[src/rtl/i2cmbe_pkg.sv]
// Shared types and constants for the I2C master byte engine.
// Word layouts of both channels, command and segment codes, register map.
// No dependencies.
`default_nettype none

package i2cmbe_pkg;

  localparam int DELAY_BITS_DEF = 10;
  localparam int BYTE_BITS      = 8;
  localparam int CFG_IDX_BITS   = 3;

  typedef struct packed {
    logic                 cmd_valid;
    logic [1:0]           action;
    logic [BYTE_BITS-1:0] tx_byte;
    logic                 master_nack;
    logic                 sda_in;
  } in_word_t;

  typedef struct packed {
    logic                 scl_out;
    logic                 sda_out;
    logic                 busy_res;
    logic                 done_res;
    logic [BYTE_BITS-1:0] rx_byte;
    logic                 slave_nack;
  } out_word_t;

  localparam logic [1:0] ACT_START = 2'd0;
  localparam logic [1:0] ACT_STOP  = 2'd1;
  localparam logic [1:0] ACT_WRITE = 2'd2;
  localparam logic [1:0] ACT_READ  = 2'd3;

  localparam logic [CFG_IDX_BITS-1:0] CFG_SETUP     = 3'd0;
  localparam logic [CFG_IDX_BITS-1:0] CFG_HIGH      = 3'd1;
  localparam logic [CFG_IDX_BITS-1:0] CFG_LOW_TAIL  = 3'd2;
  localparam logic [CFG_IDX_BITS-1:0] CFG_READ_HIGH = 3'd3;
  localparam logic [CFG_IDX_BITS-1:0] CFG_HOLD      = 3'd4;

  localparam int SETUP_RESET     = 10;
  localparam int HIGH_RESET      = 50;
  localparam int LOW_TAIL_RESET  = 30;
  localparam int READ_HIGH_RESET = 40;
  localparam int HOLD_RESET      = 100;

  typedef enum logic [2:0] {
    SEG_SETUP,
    SEG_HIGH,
    SEG_LOW_TAIL,
    SEG_READ_HIGH,
    SEG_HOLD
  } seg_sel_t;

endpackage

`default_nettype wire

[src/rtl/i2cmbe_cfg.sv]
// Timing register file of the I2C master byte engine.
// Holds the five tick counts and returns the length of the selected segment.
// Depends on i2cmbe_pkg.
`default_nettype none

module i2cmbe_cfg #(
  parameter int DELAY_BITS = i2cmbe_pkg::DELAY_BITS_DEF
) (
  input  wire logic                                clk,
  input  wire logic                                rst,
  input  wire logic                                cfg_wr_en,
  input  wire logic [i2cmbe_pkg::CFG_IDX_BITS-1:0] cfg_index,
  input  wire logic [DELAY_BITS-1:0]               cfg_data,
  input  wire i2cmbe_pkg::seg_sel_t                seg_sel,
  output logic      [DELAY_BITS-1:0]               seg_len
);
  import i2cmbe_pkg::*;

  logic [DELAY_BITS-1:0] setup_ticks;
  logic [DELAY_BITS-1:0] high_ticks;
  logic [DELAY_BITS-1:0] low_tail_ticks;
  logic [DELAY_BITS-1:0] read_high_ticks;
  logic [DELAY_BITS-1:0] hold_ticks;

  always_ff @(posedge clk) begin
    if (rst) begin
      setup_ticks     <= DELAY_BITS'(SETUP_RESET);
      high_ticks      <= DELAY_BITS'(HIGH_RESET);
      low_tail_ticks  <= DELAY_BITS'(LOW_TAIL_RESET);
      read_high_ticks <= DELAY_BITS'(READ_HIGH_RESET);
      hold_ticks      <= DELAY_BITS'(HOLD_RESET);
    end else if (cfg_wr_en) begin
      case (cfg_index)
        CFG_SETUP:     setup_ticks     <= cfg_data;
        CFG_HIGH:      high_ticks      <= cfg_data;
        CFG_LOW_TAIL:  low_tail_ticks  <= cfg_data;
        CFG_READ_HIGH: read_high_ticks <= cfg_data;
        CFG_HOLD:      hold_ticks      <= cfg_data;
        default: ;
      endcase
    end
  end

  always_comb begin
    case (seg_sel)
      SEG_SETUP:     seg_len = setup_ticks;
      SEG_HIGH:      seg_len = high_ticks;
      SEG_LOW_TAIL:  seg_len = low_tail_ticks;
      SEG_READ_HIGH: seg_len = read_high_ticks;
      default:       seg_len = hold_ticks;
    endcase
  end

endmodule

`default_nettype wire

[src/rtl/i2cmbe_core.sv]
// Bus sequencer of the I2C master byte engine: phase, tick and bit counters,
// shift register, pin levels and result flags, advanced once per tick word.
// Depends on i2cmbe_pkg.
`default_nettype none

module i2cmbe_core #(
  parameter int DELAY_BITS = i2cmbe_pkg::DELAY_BITS_DEF
) (
  input  wire logic                    clk,
  input  wire logic                    rst,
  input  wire logic                    en,
  input  wire i2cmbe_pkg::in_word_t    item,
  output i2cmbe_pkg::seg_sel_t         seg_sel,
  input  wire logic [DELAY_BITS-1:0]   seg_len,
  output i2cmbe_pkg::out_word_t        res
);
  import i2cmbe_pkg::*;

  typedef enum logic [4:0] {
    PH_IDLE, PH_ST_PRE, PH_ST_LOW, PH_ST_HOLD, PH_SP_PRE, PH_SP_HIGH, PH_SP_HOLD,
    PH_WR_SET, PH_WR_HIGH, PH_WR_LOW, PH_WR_ACK1, PH_WR_ACK2, PH_WR_HOLD,
    PH_RD_HIGH, PH_RD_LOW, PH_RD_ACKSET, PH_RD_ACKHIGH, PH_RD_HOLD
  } phase_t;

  function automatic logic [1:0] levels(phase_t ph, logic b, logic ack, logic [1:0] keep);
    logic [1:0] lv;
    case (ph)
      PH_ST_PRE:     lv = 2'b11;
      PH_ST_LOW:     lv = 2'b10;
      PH_ST_HOLD:    lv = 2'b00;
      PH_SP_PRE:     lv = 2'b00;
      PH_SP_HIGH:    lv = 2'b10;
      PH_SP_HOLD:    lv = 2'b11;
      PH_WR_SET:     lv = {1'b0, b};
      PH_WR_HIGH:    lv = {1'b1, b};
      PH_WR_LOW:     lv = {1'b0, b};
      PH_WR_ACK1:    lv = 2'b11;
      PH_WR_ACK2:    lv = 2'b11;
      PH_WR_HOLD:    lv = 2'b01;
      PH_RD_HIGH:    lv = 2'b11;
      PH_RD_LOW:     lv = 2'b01;
      PH_RD_ACKSET:  lv = {1'b0, ack};
      PH_RD_ACKHIGH: lv = {1'b1, ack};
      PH_RD_HOLD:    lv = 2'b01;
      default:       lv = keep;
    endcase
    return lv;
  endfunction

  function automatic seg_sel_t seg_of(phase_t ph);
    seg_sel_t s;
    case (ph)
      PH_ST_PRE, PH_SP_PRE, PH_WR_SET, PH_WR_ACK1,
      PH_WR_ACK2, PH_RD_LOW, PH_RD_ACKSET:  s = SEG_SETUP;
      PH_WR_HIGH, PH_RD_ACKHIGH:            s = SEG_HIGH;
      PH_WR_LOW:                            s = SEG_LOW_TAIL;
      PH_RD_HIGH:                           s = SEG_READ_HIGH;
      default:                              s = SEG_HOLD;
    endcase
    return s;
  endfunction

  phase_t                phase;
  logic [DELAY_BITS-1:0] tick_count;
  logic [3:0]            bit_count;
  logic [BYTE_BITS-1:0]  shift_reg;
  logic                  ack_to_send;
  logic [1:0]            pins;
  logic [BYTE_BITS-1:0]  received_byte;
  logic                  nack_flag;

  phase_t                ph_a;
  logic [DELAY_BITS-1:0] tick_a;
  logic [3:0]            bit_a;
  logic [BYTE_BITS-1:0]  shift_a;
  logic                  ack_a;
  logic [1:0]            pins_a;

  phase_t                phase_next;
  logic [DELAY_BITS-1:0] tick_count_next;
  logic [DELAY_BITS-1:0] tick_inc;
  logic [3:0]            bit_count_next;
  logic [3:0]            bit_inc;
  logic [BYTE_BITS-1:0]  shift_reg_next;
  logic [1:0]            pins_next;
  logic [BYTE_BITS-1:0]  received_byte_next;
  logic                  nack_flag_next;
  logic                  done;

  always_comb begin
    ph_a    = phase;
    tick_a  = tick_count;
    bit_a   = bit_count;
    shift_a = shift_reg;
    ack_a   = ack_to_send;
    if (phase == PH_IDLE && item.cmd_valid) begin
      ack_a  = item.master_nack;
      tick_a = '0;
      bit_a  = '0;
      case (item.action)
        ACT_START: ph_a = PH_ST_PRE;
        ACT_STOP:  ph_a = PH_SP_PRE;
        ACT_WRITE: begin
          shift_a = item.tx_byte;
          ph_a    = PH_WR_SET;
        end
        default: begin
          shift_a = '0;
          ph_a    = PH_RD_HIGH;
        end
      endcase
    end
    pins_a = levels(ph_a, shift_a[BYTE_BITS-1], ack_a, pins);
  end

  assign seg_sel = seg_of(ph_a);

  always_comb begin
    phase_next         = ph_a;
    tick_count_next    = tick_a;
    bit_count_next     = bit_a;
    shift_reg_next     = shift_a;
    pins_next          = pins_a;
    received_byte_next = received_byte;
    nack_flag_next     = nack_flag;
    done               = 1'b0;
    tick_inc           = tick_a + 1'b1;
    bit_inc            = bit_a + 1'b1;
    if (ph_a != PH_IDLE) begin
      tick_count_next = tick_inc;
      if (tick_inc >= seg_len) begin
        tick_count_next = '0;
        case (ph_a)
          PH_ST_PRE:  phase_next = PH_ST_LOW;
          PH_ST_LOW:  phase_next = PH_ST_HOLD;
          PH_SP_PRE:  phase_next = PH_SP_HIGH;
          PH_SP_HIGH: phase_next = PH_SP_HOLD;
          PH_WR_SET:  phase_next = PH_WR_HIGH;
          PH_WR_HIGH: phase_next = PH_WR_LOW;
          PH_WR_LOW: begin
            shift_reg_next = {shift_a[BYTE_BITS-2:0], 1'b0};
            bit_count_next = bit_inc;
            phase_next     = (bit_inc >= 4'(BYTE_BITS)) ? PH_WR_ACK1 : PH_WR_SET;
          end
          PH_WR_ACK1: begin
            nack_flag_next = item.sda_in;
            phase_next     = PH_WR_ACK2;
          end
          PH_WR_ACK2: phase_next = PH_WR_HOLD;
          PH_RD_HIGH: begin
            shift_reg_next = {shift_a[BYTE_BITS-2:0], item.sda_in};
            bit_count_next = bit_inc;
            if (bit_inc >= 4'(BYTE_BITS)) begin
              received_byte_next = {shift_a[BYTE_BITS-2:0], item.sda_in};
            end
            phase_next = PH_RD_LOW;
          end
          PH_RD_LOW:     phase_next = (bit_a >= 4'(BYTE_BITS)) ? PH_RD_ACKSET : PH_RD_HIGH;
          PH_RD_ACKSET:  phase_next = PH_RD_ACKHIGH;
          PH_RD_ACKHIGH: phase_next = PH_RD_HOLD;
          default:       phase_next = PH_IDLE;
        endcase
        if (phase_next == PH_IDLE) begin
          done = 1'b1;
        end else begin
          pins_next = levels(phase_next, shift_reg_next[BYTE_BITS-1], ack_a, pins_a);
        end
      end
    end
  end

  always_comb begin
    res.scl_out    = pins_a[1];
    res.sda_out    = pins_a[0];
    res.busy_res   = (ph_a != PH_IDLE);
    res.done_res   = done;
    res.rx_byte    = received_byte_next;
    res.slave_nack = nack_flag_next;
  end

  always_ff @(posedge clk) begin
    if (rst) begin
      phase         <= PH_IDLE;
      tick_count    <= '0;
      bit_count     <= '0;
      shift_reg     <= '0;
      ack_to_send   <= 1'b0;
      pins          <= 2'b11;
      received_byte <= '0;
      nack_flag     <= 1'b0;
    end else if (en) begin
      phase         <= phase_next;
      tick_count    <= tick_count_next;
      bit_count     <= bit_count_next;
      shift_reg     <= shift_reg_next;
      ack_to_send   <= ack_a;
      pins          <= pins_next;
      received_byte <= received_byte_next;
      nack_flag     <= nack_flag_next;
    end
  end

  a_bit_count_bound: assert property (@(posedge clk) disable iff (rst)
    bit_count <= 4'(BYTE_BITS))
    else $error("bit counter past one byte");

  a_idle_tick_clear: assert property (@(posedge clk) disable iff (rst)
    phase == PH_IDLE |-> tick_count == '0)
    else $error("tick counter not cleared while idle");

  a_done_to_idle: assert property (@(posedge clk) disable iff (rst)
    en && done |=> phase == PH_IDLE)
    else $error("command finished but sequencer not idle");

  a_done_busy: assert property (@(posedge clk) disable iff (rst)
    done |-> ph_a != PH_IDLE)
    else $error("finish flagged without a running command");

endmodule

`default_nettype wire

[src/rtl/i2c_master_byte_engine_top.sv]
// I2C master byte engine, top level: input word register, bus sequencer,
// timing registers and result word register.
// Depends on i2cmbe_pkg, i2cmbe_cfg and i2cmbe_core.
//
// Usage:
//   Each input word is one time tick. It carries an optional command
//   (start, stop, write byte, read byte) and the sampled SDA level. A command
//   is taken only when no command is running; otherwise its fields are ignored.
//   Each tick word yields exactly one result word: the SCL and SDA levels
//   driven during that tick, busy and done flags, the last received byte and
//   the last sampled slave acknowledge.
//   An accepted word waits in the input register, then the sequencer step
//   loads the result register. Throughput is one word per cycle while
//   out_stall is low; the sequencer computes its next state combinationally.
//   When out_stall is high the result word holds, the input register fills,
//   and in_stall rises until the result is taken.
//   Timing registers are written through cfg_wr_en/cfg_index/cfg_data; the
//   user must write them only while the engine is idle, which the block
//   does not enforce. Reset clears the sequencer to idle with both lines
//   released and loads the default tick counts.
`default_nettype none

module i2c_master_byte_engine_top #(
  parameter int DELAY_BITS = i2cmbe_pkg::DELAY_BITS_DEF
) (
  input  wire logic                                clk,
  input  wire logic                                rst,
  input  wire logic                                in_valid,
  output logic                                     in_stall,
  input  wire i2cmbe_pkg::in_word_t                in_data,
  output logic                                     out_valid,
  input  wire logic                                out_stall,
  output i2cmbe_pkg::out_word_t                    out_data,
  input  wire logic                                cfg_wr_en,
  input  wire logic [i2cmbe_pkg::CFG_IDX_BITS-1:0] cfg_index,
  input  wire logic [DELAY_BITS-1:0]               cfg_data
);
  import i2cmbe_pkg::*;

  logic                  s1_valid;
  in_word_t              s1_word;
  logic                  s2_ready;
  logic                  fire;
  seg_sel_t              seg_sel;
  logic [DELAY_BITS-1:0] seg_len;
  out_word_t             core_res;

  assign s2_ready = !out_valid || !out_stall;
  assign fire     = s1_valid && s2_ready;
  assign in_stall = s1_valid && !s2_ready;

  always_ff @(posedge clk) begin
    if (rst) begin
      s1_valid <= 1'b0;
    end else if (in_valid && !in_stall) begin
      s1_valid <= 1'b1;
    end else if (fire) begin
      s1_valid <= 1'b0;
    end
  end

  always_ff @(posedge clk) begin
    if (in_valid && !in_stall) begin
      s1_word <= in_data;
    end
  end

  always_ff @(posedge clk) begin
    if (rst) begin
      out_valid <= 1'b0;
    end else if (fire) begin
      out_valid <= 1'b1;
    end else if (!out_stall) begin
      out_valid <= 1'b0;
    end
  end

  always_ff @(posedge clk) begin
    if (fire) begin
      out_data <= core_res;
    end
  end

  i2cmbe_cfg #(
    .DELAY_BITS (DELAY_BITS)
  ) u_cfg (
    .clk       (clk),
    .rst       (rst),
    .cfg_wr_en (cfg_wr_en),
    .cfg_index (cfg_index),
    .cfg_data  (cfg_data),
    .seg_sel   (seg_sel),
    .seg_len   (seg_len)
  );

  i2cmbe_core #(
    .DELAY_BITS (DELAY_BITS)
  ) u_core (
    .clk     (clk),
    .rst     (rst),
    .en      (fire),
    .item    (s1_word),
    .seg_sel (seg_sel),
    .seg_len (seg_len),
    .res     (core_res)
  );

  a_fire_loads_out: assert property (@(posedge clk) disable iff (rst)
    fire |=> out_valid)
    else $error("result word lost after sequencer step");

  a_done_has_busy: assert property (@(posedge clk) disable iff (rst)
    out_valid && out_data.done_res |-> out_data.busy_res)
    else $error("done word without busy");

  a_stall_keeps_s1: assert property (@(posedge clk) disable iff (rst)
    s1_valid && !s2_ready |=> s1_valid && $stable(s1_word))
    else $error("pending tick word dropped under stall");

endmodule

`default_nettype wire
[config.mk]
export PLATFORM = sky130hd
export DESIGN_NAME = i2c_master_byte_engine_top
export DESIGN_NICKNAME = d
export VERILOG_FILES = /design/src/rtl/i2cmbe_pkg.sv /design/src/rtl/i2cmbe_cfg.sv /design/src/rtl/i2cmbe_core.sv /design/src/rtl/i2c_master_byte_engine_top.sv
export SDC_FILE = /design/constraint.sdc
export NUM_CORES = 1
export LEC_CHECK = 0
export BUFFER_PORTS_ARGS = -buffer_cell sky130_fd_sc_hd__buf_4
export CORE_ASPECT_RATIO = 1.75
export CORE_MARGIN = 5
export CORE_UTILIZATION = 30
export DETAILED_ROUTE_END_ITERATION = 10
export MAX_ROUTING_LAYER = met4
export PLACE_DENSITY = 0.46
export SYNTH_ARGS = -nofsm -noshare
export SYNTH_HDL_FRONTEND = slang
export SYNTH_SLANG_ARGS = --single-unit
export TNS_END_PERCENT = 1
[constraint.sdc]
create_clock -name clk -period 9.2 [get_ports clk]
set_input_delay 0.46 -clock clk [delete_from_list [all_inputs] [get_ports clk]]
set_output_delay 0.46 -clock clk [all_outputs]
set_load 0.01 [all_outputs]
==> summary.md, run 1 <==
| Metric | Value |
|---|---|
| Iter 0 DRT Violations | approximately 280 |
| Regs by FF count | out_data: 13 flops, s1_word: 13 flops |
| Synth area leader | dfxtp_1 |
| Syn nets | around 750 |
| Minimum clock period | about 7.4 ns |
| Outcome | completed |
| Core area | a little under 20000 um^2 |
| Max cap viols | 0 |
| Post-synth cell types | 70 |
| CTS Sinks | ~120 |
| Nets@finish | around 800 |
| CTS buffer count | 17 |
| Syn_area_per_cell | about 8.6 um^2 |
| Hold crit path type | in2reg |
| CTS tree | yes |
| Clock Tree Root | clkbuf_16 |
| Die area | 23100 um^2 |
| Static leakage | ~2.6 nW |
| Clock Skews | approximately 0.012 ns |
| Seq/Total Area, Yosys | 43.3% |
| Cell Area, Synth | 6000 um^2 |
| Warnings, synthesis | 0 |
| Final Max Slew Viols | 0 |
| Worst rel slew slack | between 10% and 20% |
| Initial antenna violation count | 0 |
| Mapped Cells | 700 |
| CP startpoint kind | flip-flop |
| Reg2reg end | u_core.bit_count[0]$_SDFFE_PP0P_ |
| Actual slew at the worst max-slew pin | 1.31 ns |
| RSZ-0062 raised after global routing | no |
| Vias | between 5000 and 6000 |
| Post-CTS Hold Fix Bufs | 0 |
| Fmax | roughly 140 MHz |
| Worst r2r src | u_core.phase[4]$_SDFFE_PP0P_ |
| Post-route ant nets | 0 |
| Hold path cells | 1 |
| Number of enable flip-flop cells after synthesis | 26 |
| Worst Path Max Fanout | 21 |
| Worst Setup Path Type | reg2reg |
| Dpl ws | approximately 1.9 ns |
| R2r setup slk | approximately 1.8 ns |
| Number of I/O pins | 46 |
| Placer Congestion | around 0.95 |
| Clock-pin slew on the worst setup and hold paths | about 0.060 ns |
| Initial core utilization | between 30% and 40% |
| IO buf count | 45 |
| First-pass GRT wire length | about 29000 um |
| Filler cells | slightly above 2000 |
| Row count | a little under 70 |
| Share of cells above drive strength 1 | approximately an eighth |
| Final HPWL DP | about 14000 um |
| # diodes | 0 |
| GRT Residual Overflow | 0 |
| Largest net degree at the start of global routing | 94 |
| Area grow syn2layout | 18.5% |
| WL/cell | 18.9 um |
| Max Buffers Root-to-Sink | 2 |
| Iteration count of the initial detailed-routing pass | 7 |
| Setup_tns | 0 ns |
| Total Power | 1.42 mW |
| FFs w/ async S/R, synth | 0% |
| Post_cts resized | 0 |
| Top-count cell post-synth | nand2_1 |
| Clock latency on the worst-skew pair | roughly 0.42 ns |
| Hold Startpoint | in_data[10] |
| Top_reg_cell synth | dfxtp_1 |
| Total of flip-flops plus latches after synthesis | about 120 |
| Crit share post-route | roughly four fifths |
| Die width | approximately 120 um |
| Final setup violation count | 0 |
| Routed WL | about 19000 um |
| Die height | about 200 um |
| Final hold vios | 0 |
| Total Routing Usage GR | roughly 17% |
| Worst EP arrival | 7.64 ns |
| Power density over the cells | approximately 200 nW/um^2 |
| CP Capture Type | flip-flop |
| H-tree levels | 4 |
| Synth cell count leaders | 123 x nand2_1, 91 x dfxtp_1, 83 x a21oi_1, 70 x nor2_1, 31 x clkbuf_1 |
| Yosys top cell area share | a little over 30% |
| Vias in the first global route | 5172 |
| End of the worst hold path | s1_word[10]$_DFFE_PP_ |
| Placed inst area | around 6500 um^2 |
| Crit path required time | roughly 9.5 ns |
| Drt drc | 0 |
| Maximum vdd ir drop | around 0.09 mV |
| Vias per cell | about 5.5 |
| Final instance area | just over 7000 um^2 |
| Worst reg-to-reg path cell count | 20 |
| Ranking of synthesized cells by area | dfxtp_1 30%, edfxtp_1 13%, nand2_1 7.7%, a21oi_1 6.9%, nor2_1 4.4% |
| Setup WS post-layout | 1.82 ns |
| Post-CTS Setup Repair Bufs | 0 |
[cells by family after synthesis]
group,synth area share [%]
simple gates,23.4
compound gates,21.9
flops,43.3
buf+inv,2.98
mux,3.42
fa+ha+maj,3.33
xor+xnor,1.60
[report_power, final]
group / switching [mW] / internal, mW
clock: 0.260 / 0.380
sequential: 0.0138 / 0.543
combinational: 0.145 / 0.0803
[placed cells by master, fill, tap and decap left out, types with 5 or more instances in the layout]
cell       Yosys  routed
o2bb2ai_1      9       9
nand2_1      123     123
a222oi_1      10      10
nor2_1        70      70
dfxtp_1       91      91
ha_1          16      16
nor3b_1        7       7
nand3b_1      12      12
edfxtp_1      26      26
inv_1          6       6
nand2b_1       8       8
and2_1         6       6
a21oi_1       83      83
o21ai_0       20      20
o21a_1         5       5
and3_1        11      11
nor3_1         8       8
a211oi_1      10      10
buf_4          0      52
mux2i_1       16      16
xor2_1        10      10
a22oi_1       11      11
nand3_1       21      21
nor2b_1       13      13
clkbuf_16      0      19
[worst max-delay path, stage by stage, from the launching register on]
cell	delay, ns
dfxtp_1	0.54
nor4b_1	0.94
nand3_1	0.77
nor2_1	0.26
nor2_1	0.10
ha_1	0.28
nor3_1	0.18
a31oi_1	0.08
o22a_1	0.42
nor3_2	0.65
a222oi_1	0.20
o2bb2ai_1	0.20
ha_1	0.33
nand2_1	0.05
o21ai_0	0.16
a21oi_1	0.11
o31a_1	0.43
nor2_1	0.93
o21ai_0	0.24
a22oi_1	0.26
nor2_1	0.06
[per-stage QoR]
step | hold WS, ns | util [%] | std cells
floorplan | 0.432 | - | 700
global placement | 0.443 | 33.2 | 960
detailed placement | 0.446 | 33.2 | 960
CTS | 0.192 | 36.0 | 992
global route | 0.197 | 36.0 | 992
finish | 0.212 | 36.0 | 992
[how the worst max path moves through the flow]
stage / start / to / slack (ns) / depth (start not counted)
after global routing: u_core.phase[4]$_SDFFE_PP0P_ / u_core.bit_count[0]$_SDFFE_PP0P_ / 1.15 / 20
after detailed placement: u_core.phase[4]$_SDFFE_PP0P_ / u_core.bit_count[0]$_SDFFE_PP0P_ / 1.91 / 20
after floorplan: u_core.phase[0]$_SDFFE_PP0P_ / out_data[2]$_DFFE_PP_ / 3.94 / 20
final: u_core.phase[4]$_SDFFE_PP0P_ / u_core.bit_count[0]$_SDFFE_PP0P_ / 1.82 / 20
after global placement: u_core.phase[4]$_SDFFE_PP0P_ / u_core.bit_count[0]$_SDFFE_PP0P_ / 2.01 / 20
after CTS: u_core.phase[4]$_SDFFE_PP0P_ / u_core.bit_count[0]$_SDFFE_PP0P_ / 1.88 / 20
[final cells by class]
| cell class | instances | area [um^2] | share of cell area (%) |
|---|---|---|---|
| Sequential cell | 117 | 2600 | 36.6 |
| Tap cell | 245 | 307 | 4.31 |
| Timing Repair Buffer | 52 | 390 | 5.49 |
| Inverter | 6 | 22.5 | 0.317 |
| Clock inverter | 11 | 85.1 | 1.20 |
| Clock buffer | 21 | 483 | 6.79 |
| Multi-Input combinational cell | 540 | 3220 | 45.3 |
[per-layer routing]
metal  GRT usage (%)  wire length (um)  vias to the layer above  share of wire [%]
met5               -                 0                        -                  0
met1            17.3              6750                     2580                 36
met4            7.82               522                        0                2.8
met2            31.0             10600                      186                 57
li1                -                 -                     2628                  -
met3            2.58               836                       30                4.5
No activity file was read; power rests on OpenSTA's default activity.
==> run 2, diff against run 1 <==
- clock period: 9.2 -> 7.7 ns (I/O delays scaled with it)
==> run 2 against run 1 <==
Compared with the run above: die area did not move; via count shrank 0.96%; register-to-register slack worse by 0.89 ns; cell area increased by 0.44%; largest cell class unchanged; critical path type unchanged.
==> summary.md, run 2 (synthesis results as in run 1) <==
| Metric | Value |
|---|---|
| Outcome | completed |
| Final hold vios | 0 |
| Maximum vdd ir drop | 0.112 mV |
| Initial antenna violation count | 0 |
| Worst r2r src | u_core.phase[4]$_SDFFE_PP0P_ |
| Minimum clock period | ~6.8 ns |
| CTS tree | yes |
| Clock Tree Root | clkbuf_16 |
| Final Max Slew Viols | 0 |
| Clock-pin slew on the worst setup and hold paths | roughly 0.06 ns |
| Post-CTS Setup Repair Bufs | 0 |
| Setup_tns | 0 ns |
| Worst reg-to-reg path cell count | 21 |
| Worst rel slew slack | ~17% |
| GRT Residual Overflow | 0 |
| Initial core utilization | between 30% and 40% |
| Max Buffers Root-to-Sink | 2 |
| Static leakage | around 2.6 nW |
| Dpl ws | a little over 1 ns |
| Hold crit path type | in2reg |
| Fmax | roughly 150 MHz |
| IO buf count | between 40 and 50 |
| Worst Setup Path Type | reg2reg |
| H-tree levels | 4 |
| Hold_ws | 0.139 ns |
| Total Routing Usage GR | roughly 18% |
| Clock Skews | 0.00831 ns |
| Final setup violation count | 0 |
| Routed WL | 19100 um |
| Worst Path Max Fanout | 21 |
| Final HPWL DP | around 14000 um |
| Post-CTS Hold Fix Bufs | 0 |
| Worst EP arrival | just over 7 ns |
| Vias in the first global route | ~5400 |
| Hold path cells | 1 |
| CP startpoint kind | flip-flop |
| First-pass GRT wire length | approximately 30000 um |
| Core area | slightly below 20000 um^2 |
| WL/cell | 19.1 um |
| Row count | 68 |
| Max cap viols | 0 |
| Post-route ant nets | 0 |
| Iter 0 DRT Violations | about 350 |
| Actual slew at the worst max-slew pin | about 1.2 ns |
| Crit share post-route | between 80% and 90% |
| Share of cells above drive strength 1 | around 14% |
| Largest net degree at the start of global routing | 94 |
| Vias | 5372 |
| Die area | ~23000 um^2 |
| # diodes | 0 |
| Most common cell after layout, fill and taps aside | nand2_1 |
| Most frequent cells in the layout | 123 x nand2_1, 91 x dfxtp_1, 83 x a21oi_1 |
| Cell count after placement | 965 |
| Clock latency on the worst-skew pair | 0.42 ns |
| Fin util | between 30% and 40% |
| RSZ-0062 raised after global routing | no |
| Setup WS post-layout | roughly 0.93 ns |
| Drt drc | 0 |
| Iteration count of the initial detailed-routing pass | 5 |
| Die width | between 100 and 150 um |
| R2r setup slk | 0.93 ns |
| CP Capture Type | flip-flop |
| Power density over the cells | around 240 nW/um^2 |
| Post_cts resized | 0 |
| End of the worst hold path | s1_word[1]$_DFFE_PP_ |
| Vias per cell | between 5 and 6 |
| CTS buffer count | 17 |
| Nets@finish | around 790 |
| Crit path required time | 8.03 ns |
| Die height | 197 um |
| Hold Startpoint | in_data[1] |
| Fin cells | 997 |
| Number of I/O pins | 46 |
| Regs by FF count | out_data: 13 flops, s1_word: 13 flops |
| CTS Sinks | between 100 and 150 |
| Placer Congestion | 0.901 |
| Area grow syn2layout | 19.0% |
| Reg2reg end | u_core.phase[1]$_SDFFE_PP0P_ |
run 2: area by class of cell:
type,count,area [um^2]
inverter,6,22.5
multi-input combinational,540,3220
tap,245,307
clock inverter,14,111
clock buffer,18,450
timing repair buffer,57,428
sequential,117,2600
fill,2058,12600
run 2: how the worst max path moves through the flow:
stage	start	end	slack (ns)	cells past startpoint
after floorplan	u_core.phase[0]$_SDFFE_PP0P_	out_data[2]$_DFFE_PP_	2.44	20
after global placement	u_core.phase[4]$_SDFFE_PP0P_	u_core.phase[1]$_SDFFE_PP0P_	1.17	21
after global routing	u_core.phase[4]$_SDFFE_PP0P_	u_core.phase[1]$_SDFFE_PP0P_	0.32	21
after detailed placement	u_core.phase[4]$_SDFFE_PP0P_	u_core.phase[1]$_SDFFE_PP0P_	1.03	21
final	u_core.phase[4]$_SDFFE_PP0P_	u_core.phase[1]$_SDFFE_PP0P_	0.93	21
after CTS	u_core.phase[4]$_SDFFE_PP0P_	u_core.phase[1]$_SDFFE_PP0P_	1.00	21
run 2: routing by layer:
layer  vias to the layer above  wire, um  global-route usage [%]  share of wire [%]
met3                        35       704                    3.31                3.7
met4                         0       760                    9.01                4.0
met2                       145     10600                    31.3                 55
li1                       2623         -                       -                  -
met1                      2569      7050                    17.7                 37
met5                         -         0                       -                  0
run 2: worst max-delay path, stage by stage (launching register included):
cell and delay [ns]:
dfxtp_1 0.51, nor4b_1 0.82, nand3_1 0.14, buf_4 0.24, nor2_1 0.11, nor2_1 0.09
ha_1 0.29, nor3_1 0.18, a31oi_1 0.08, o22a_1 0.41, nor3_2 0.64, a222oi_1 0.21
o2bb2ai_1 0.19, ha_1 0.33, nand2_1 0.05, o21ai_0 0.15, a21oi_1 0.11, o31ai_1 1.03
nand2_1 0.48, o21ai_0 0.26, a21oi_1 0.12, a311oi_1 0.25
run 2: metrics by stage:
step / cell area [um^2] / power (mW)
after floorplan: 6000 / 0.853
after global placement: 6580 / 0.948
after detailed placement: 6580 / 0.950
after CTS: 7140 / 1.71
after global routing: 7140 / 1.77
final: 7140 / 1.69
run 2: where the power goes:
part | internal, mW | total, mW | switching, mW
Clock | 0.438 | 0.756 | 0.318
Sequential | 0.648 | 0.662 | 0.0135
Combinational | 0.0979 | 0.275 | 0.177
==> run 3, diff against run 2 <==
- ABC_CLOCK_PERIOD_IN_PS: default -> 7700
- PLACE_DENSITY: 0.46 -> 0.45
- SYNTH_HIERARCHICAL: default -> 1
==> run 3 against run 2 <==
Compared with the run above: global-route usage decreased by 1.8 points; clock skew increased by 0.0021 ns; highest routed layer unchanged; synthesized cell count decreased by 2.0%; die area increased by 4.8%; cell area increased by 2.8%; sequential share of layout area decreased by 1.0 points; critical path depth increased by 4; worst setup slack improved by 0.083 ns.
==> summary.md, run 3 <==
| Metric | Value |
|---|---|
| Largest family of logic cells by synthesized area | compound AO/OA/AOI/OAI gates |
| Max cap viols | 0 |
| Clock latency on the worst-skew pair | around 0.43 ns |
| Top_reg_cell synth | dfxtp_1 |
| Syn_area_per_cell | approximately 9 um^2 |
| Warnings, synthesis | 6 |
| Hold path cells | 1 |
| Die height | just over 200 um |
| # diodes | 0 |
| Max stage delay on crit path | between 0.8 and 0.9 ns |
| WL/cell | 18.8 um |
| Slowest-stage cell, CP | nor4b_4 |
| Vias in the first global route | approximately 5300 |
| Row count | 70 |
| Clock Skews | around 0.010 ns |
| First-pass GRT wire length | 28900 um |
| Most frequent cells in the layout | 91 x dfxtp_1, 77 x nor2_1, 71 x a21oi_1 |
| Iter 0 DRT Violations | roughly 220 |
| Post_cts resized | 0 |
| Outcome | completed |
| Cell count after placement | approximately 940 |
| Final hold vios | 0 |
| Top-count cell post-synth | dfxtp_1 |
| Vias per cell | about 5.3 |
| Worst reg-to-reg path cell count | 25 |
| Iteration count of the initial detailed-routing pass | 5 |
| Worst rel slew slack | 28.4% |
| Worst r2r src | u_core/phase[4]$_SDFFE_PP0P_ |
| Reg area | about 2600 um^2 |
| Fin cells | ~980 |
| Mux cell area share after synthesis | 9.52% |
| FFs w/ async S/R, synth | 0% |
| Area grow syn2layout | 16.4% |
| Hold crit path type | in2reg |
| Nets@finish | about 760 |
| CTS Sinks | between 100 and 150 |
| Post-CTS Hold Fix Bufs | 0 |
| Clock Tree Root | clkbuf_16 |
| Synth Area in Adders | around 3.2% |
| Seq/Total Area, Yosys | 41.2% |
| Hold Startpoint | in_data[4] |
| Share of cells above drive strength 1 | roughly 16% |
| Crit share post-route | between 80 and 90% |
| Power density over the cells | around 230 nW/um^2 |
| Clock-pin slew on the worst setup and hold paths | ~0.060 ns |
| Syn nets | 733 |
| Ranking of synthesized cells by area | dfxtp_1 29%, edfxtp_1 12%, mux2i_1 6.7%, a21oi_1 5.6%, nor2_1 4.6% |
| Crit path required time | around 8.0 ns |
| Number of enable flip-flop cells after synthesis | 26 |
| GRT Residual Overflow | 0 |
| Max Buffers Root-to-Sink | 2 |
| Mapped Cells | 686 |
| Switching share of power | approximately 29% |
| Clk network pwr share | between 40% and 50% |
| Initial core utilization | 30.3% |
| Core area | between 20000 and 25000 um^2 |
| Sequential Power Share | roughly 39% |
| Worst EP arrival | ~7.0 ns |
| Regs by FF count | out_data: 13 flops, s1_word: 13 flops |
| Vias | roughly 5200 |
| Most common cell after layout, fill and taps aside | dfxtp_1 |
| Worst Path Max Fanout | 23 |
| CTS tree | yes |
| Final HPWL DP | ~13000 um |
| Int Power | about 1.2 mW |
| Fmax | approximately 150 MHz |
| Final Max Slew Viols | 0 |
| RSZ-0062 raised after global routing | no |
| Maximum vdd ir drop | around 0.13 mV |
| Minimum clock period | approximately 6.7 ns |
| Synth area leader | dfxtp_1 |
| Cell Area, Synth | around 6300 um^2 |
| Actual slew at the worst max-slew pin | around 1.1 ns |
| CTS buffer count | 17 |
| P_sw | around 0.5 mW |
| Drt drc | 0 |
| Die width | 120 um |
| Setup_tns | 0 ns |
| Xor/xnor cell area share of the yosys netlist | between 1 and 1.5% |
| Routed WL | 18300 um |
| Filler cells | around 2200 |
| Worst Setup Path Type | reg2reg |
| Post-CTS Setup Repair Bufs | 0 |
| Simple-gate area share of the yosys netlist | 18.6% |
| IO buf count | between 40 and 50 |
| Total Routing Usage GR | 15.7% |
| Synth cell count leaders | 91 x dfxtp_1, 77 x nor2_1, 71 x a21oi_1, 63 x nand2_1, 42 x mux2i_1 |
| Area occupied by multi-input gates | 3360 um^2 |
| Synth Area in Compound Gates | ~20% |
| Initial antenna violation count | 0 |
| Post-synth cell types | 81 |
| Yosys top cell area share | ~29% |
| CP Capture Type | flip-flop |
| Combinational group share of total power | ~16% |
| R2r setup slk | ~1 ns |
| Number of I/O pins | 46 |
| Static leakage | 2.70 nW |
| Die area | ~24000 um^2 |
| Largest net degree at the start of global routing | 97 |
| H-tree levels | 4 |
| Post-route ant nets | 0 |
| Fin util | a little over a third |
| Final setup violation count | 0 |
| CP startpoint kind | flip-flop |
| Total of flip-flops plus latches after synthesis | 117 |
| Crit path from | u_core/phase[4]$_SDFFE_PP0P_ |
| Placer Congestion | 0.885 |
==> run 3: final timing paths <==
kind	endpoint
worst max-delay path	u_core/received_byte[3]$_SDFFE_PP0P_
worst min-delay path	s1_word[4]$_DFFE_PP_
worst max register to register	u_core/received_byte[3]$_SDFFE_PP0P_
worst min register to register	u_cfg/setup_ticks[6]$_SDFFE_PP0P_
==> run 3: power groups by stage <==
| stage | Clock [mW] | Sequential [mW] | Combinational, mW |
|---|---|---|---|
| final | 0.782 | 0.661 | 0.274 |
| after global routing | 0.836 | 0.663 | 0.303 |
| after CTS | 0.804 | 0.662 | 0.276 |
| after detailed placement | 0 | 0.674 | 0.274 |
| after global placement | 0 | 0.675 | 0.274 |
| after floorplan | 0 | 0.671 | 0.198 |
==> run 3: cells by family (layout without fill, tap and decap cells) <==
logic type | count (synthesis) | in the layout
AOI/OAI and AO/OA | 187 | 187
xor gates and xnor gates | 9 | 9
muxes | 56 | 56
adders and majority gates | 16 | 16
and+or+nand+nor | 233 | 233
DFF | 117 | 117
buffers and inverters | 68 | 105
==> run 3: cell type report <==
class	count	area share, %
clock buffers	22	6.90
clock inverters	10	1.11
inverters	19	0.971
multi-input cells	501	45.8
flip-flops and latches	117	35.4
well taps	252	4.29
repair buffers	54	5.52
==> run 3: stage by stage <==
| stage | hold slack, ns | instance area, um^2 | worst slack [ns] | power (mW) |
|---|---|---|---|---|
| after floorplan | 0.432 | 6310 | 2.66 | 0.869 |
| after global placement | 0.442 | 6760 | 1.23 | 0.949 |
| after detailed placement | 0.448 | 6760 | 1.02 | 0.949 |
| after CTS | 0.118 | 7350 | 0.950 | 1.74 |
| after global routing | 0.111 | 7350 | 0.293 | 1.80 |
| final | 0.136 | 7350 | 1.01 | 1.72 |
==> run 3: per-layer routing <==
metal,track usage [%],wire length [um],vias up,part of all wire (%)
met5,-,0,-,0
met4,7.54,555,0,3.0
met3,3.53,646,33,3.5
met2,28.1,9810,115,54
met1,16.2,7300,2495,40
li1,-,-,2550,-
==> run 3: worst max-delay path: cells and delay by family (launching register included) <==
kind | cells | cell delay, ns
adder cells (fa/ha/maj) | 2 | 0.57
buffers and inverters | 5 | 0.79
AO/OA/AOI/OAI | 7 | 1.32
flip-flops | 1 | 0.51
AND/OR/NAND/NOR | 11 | 3.37
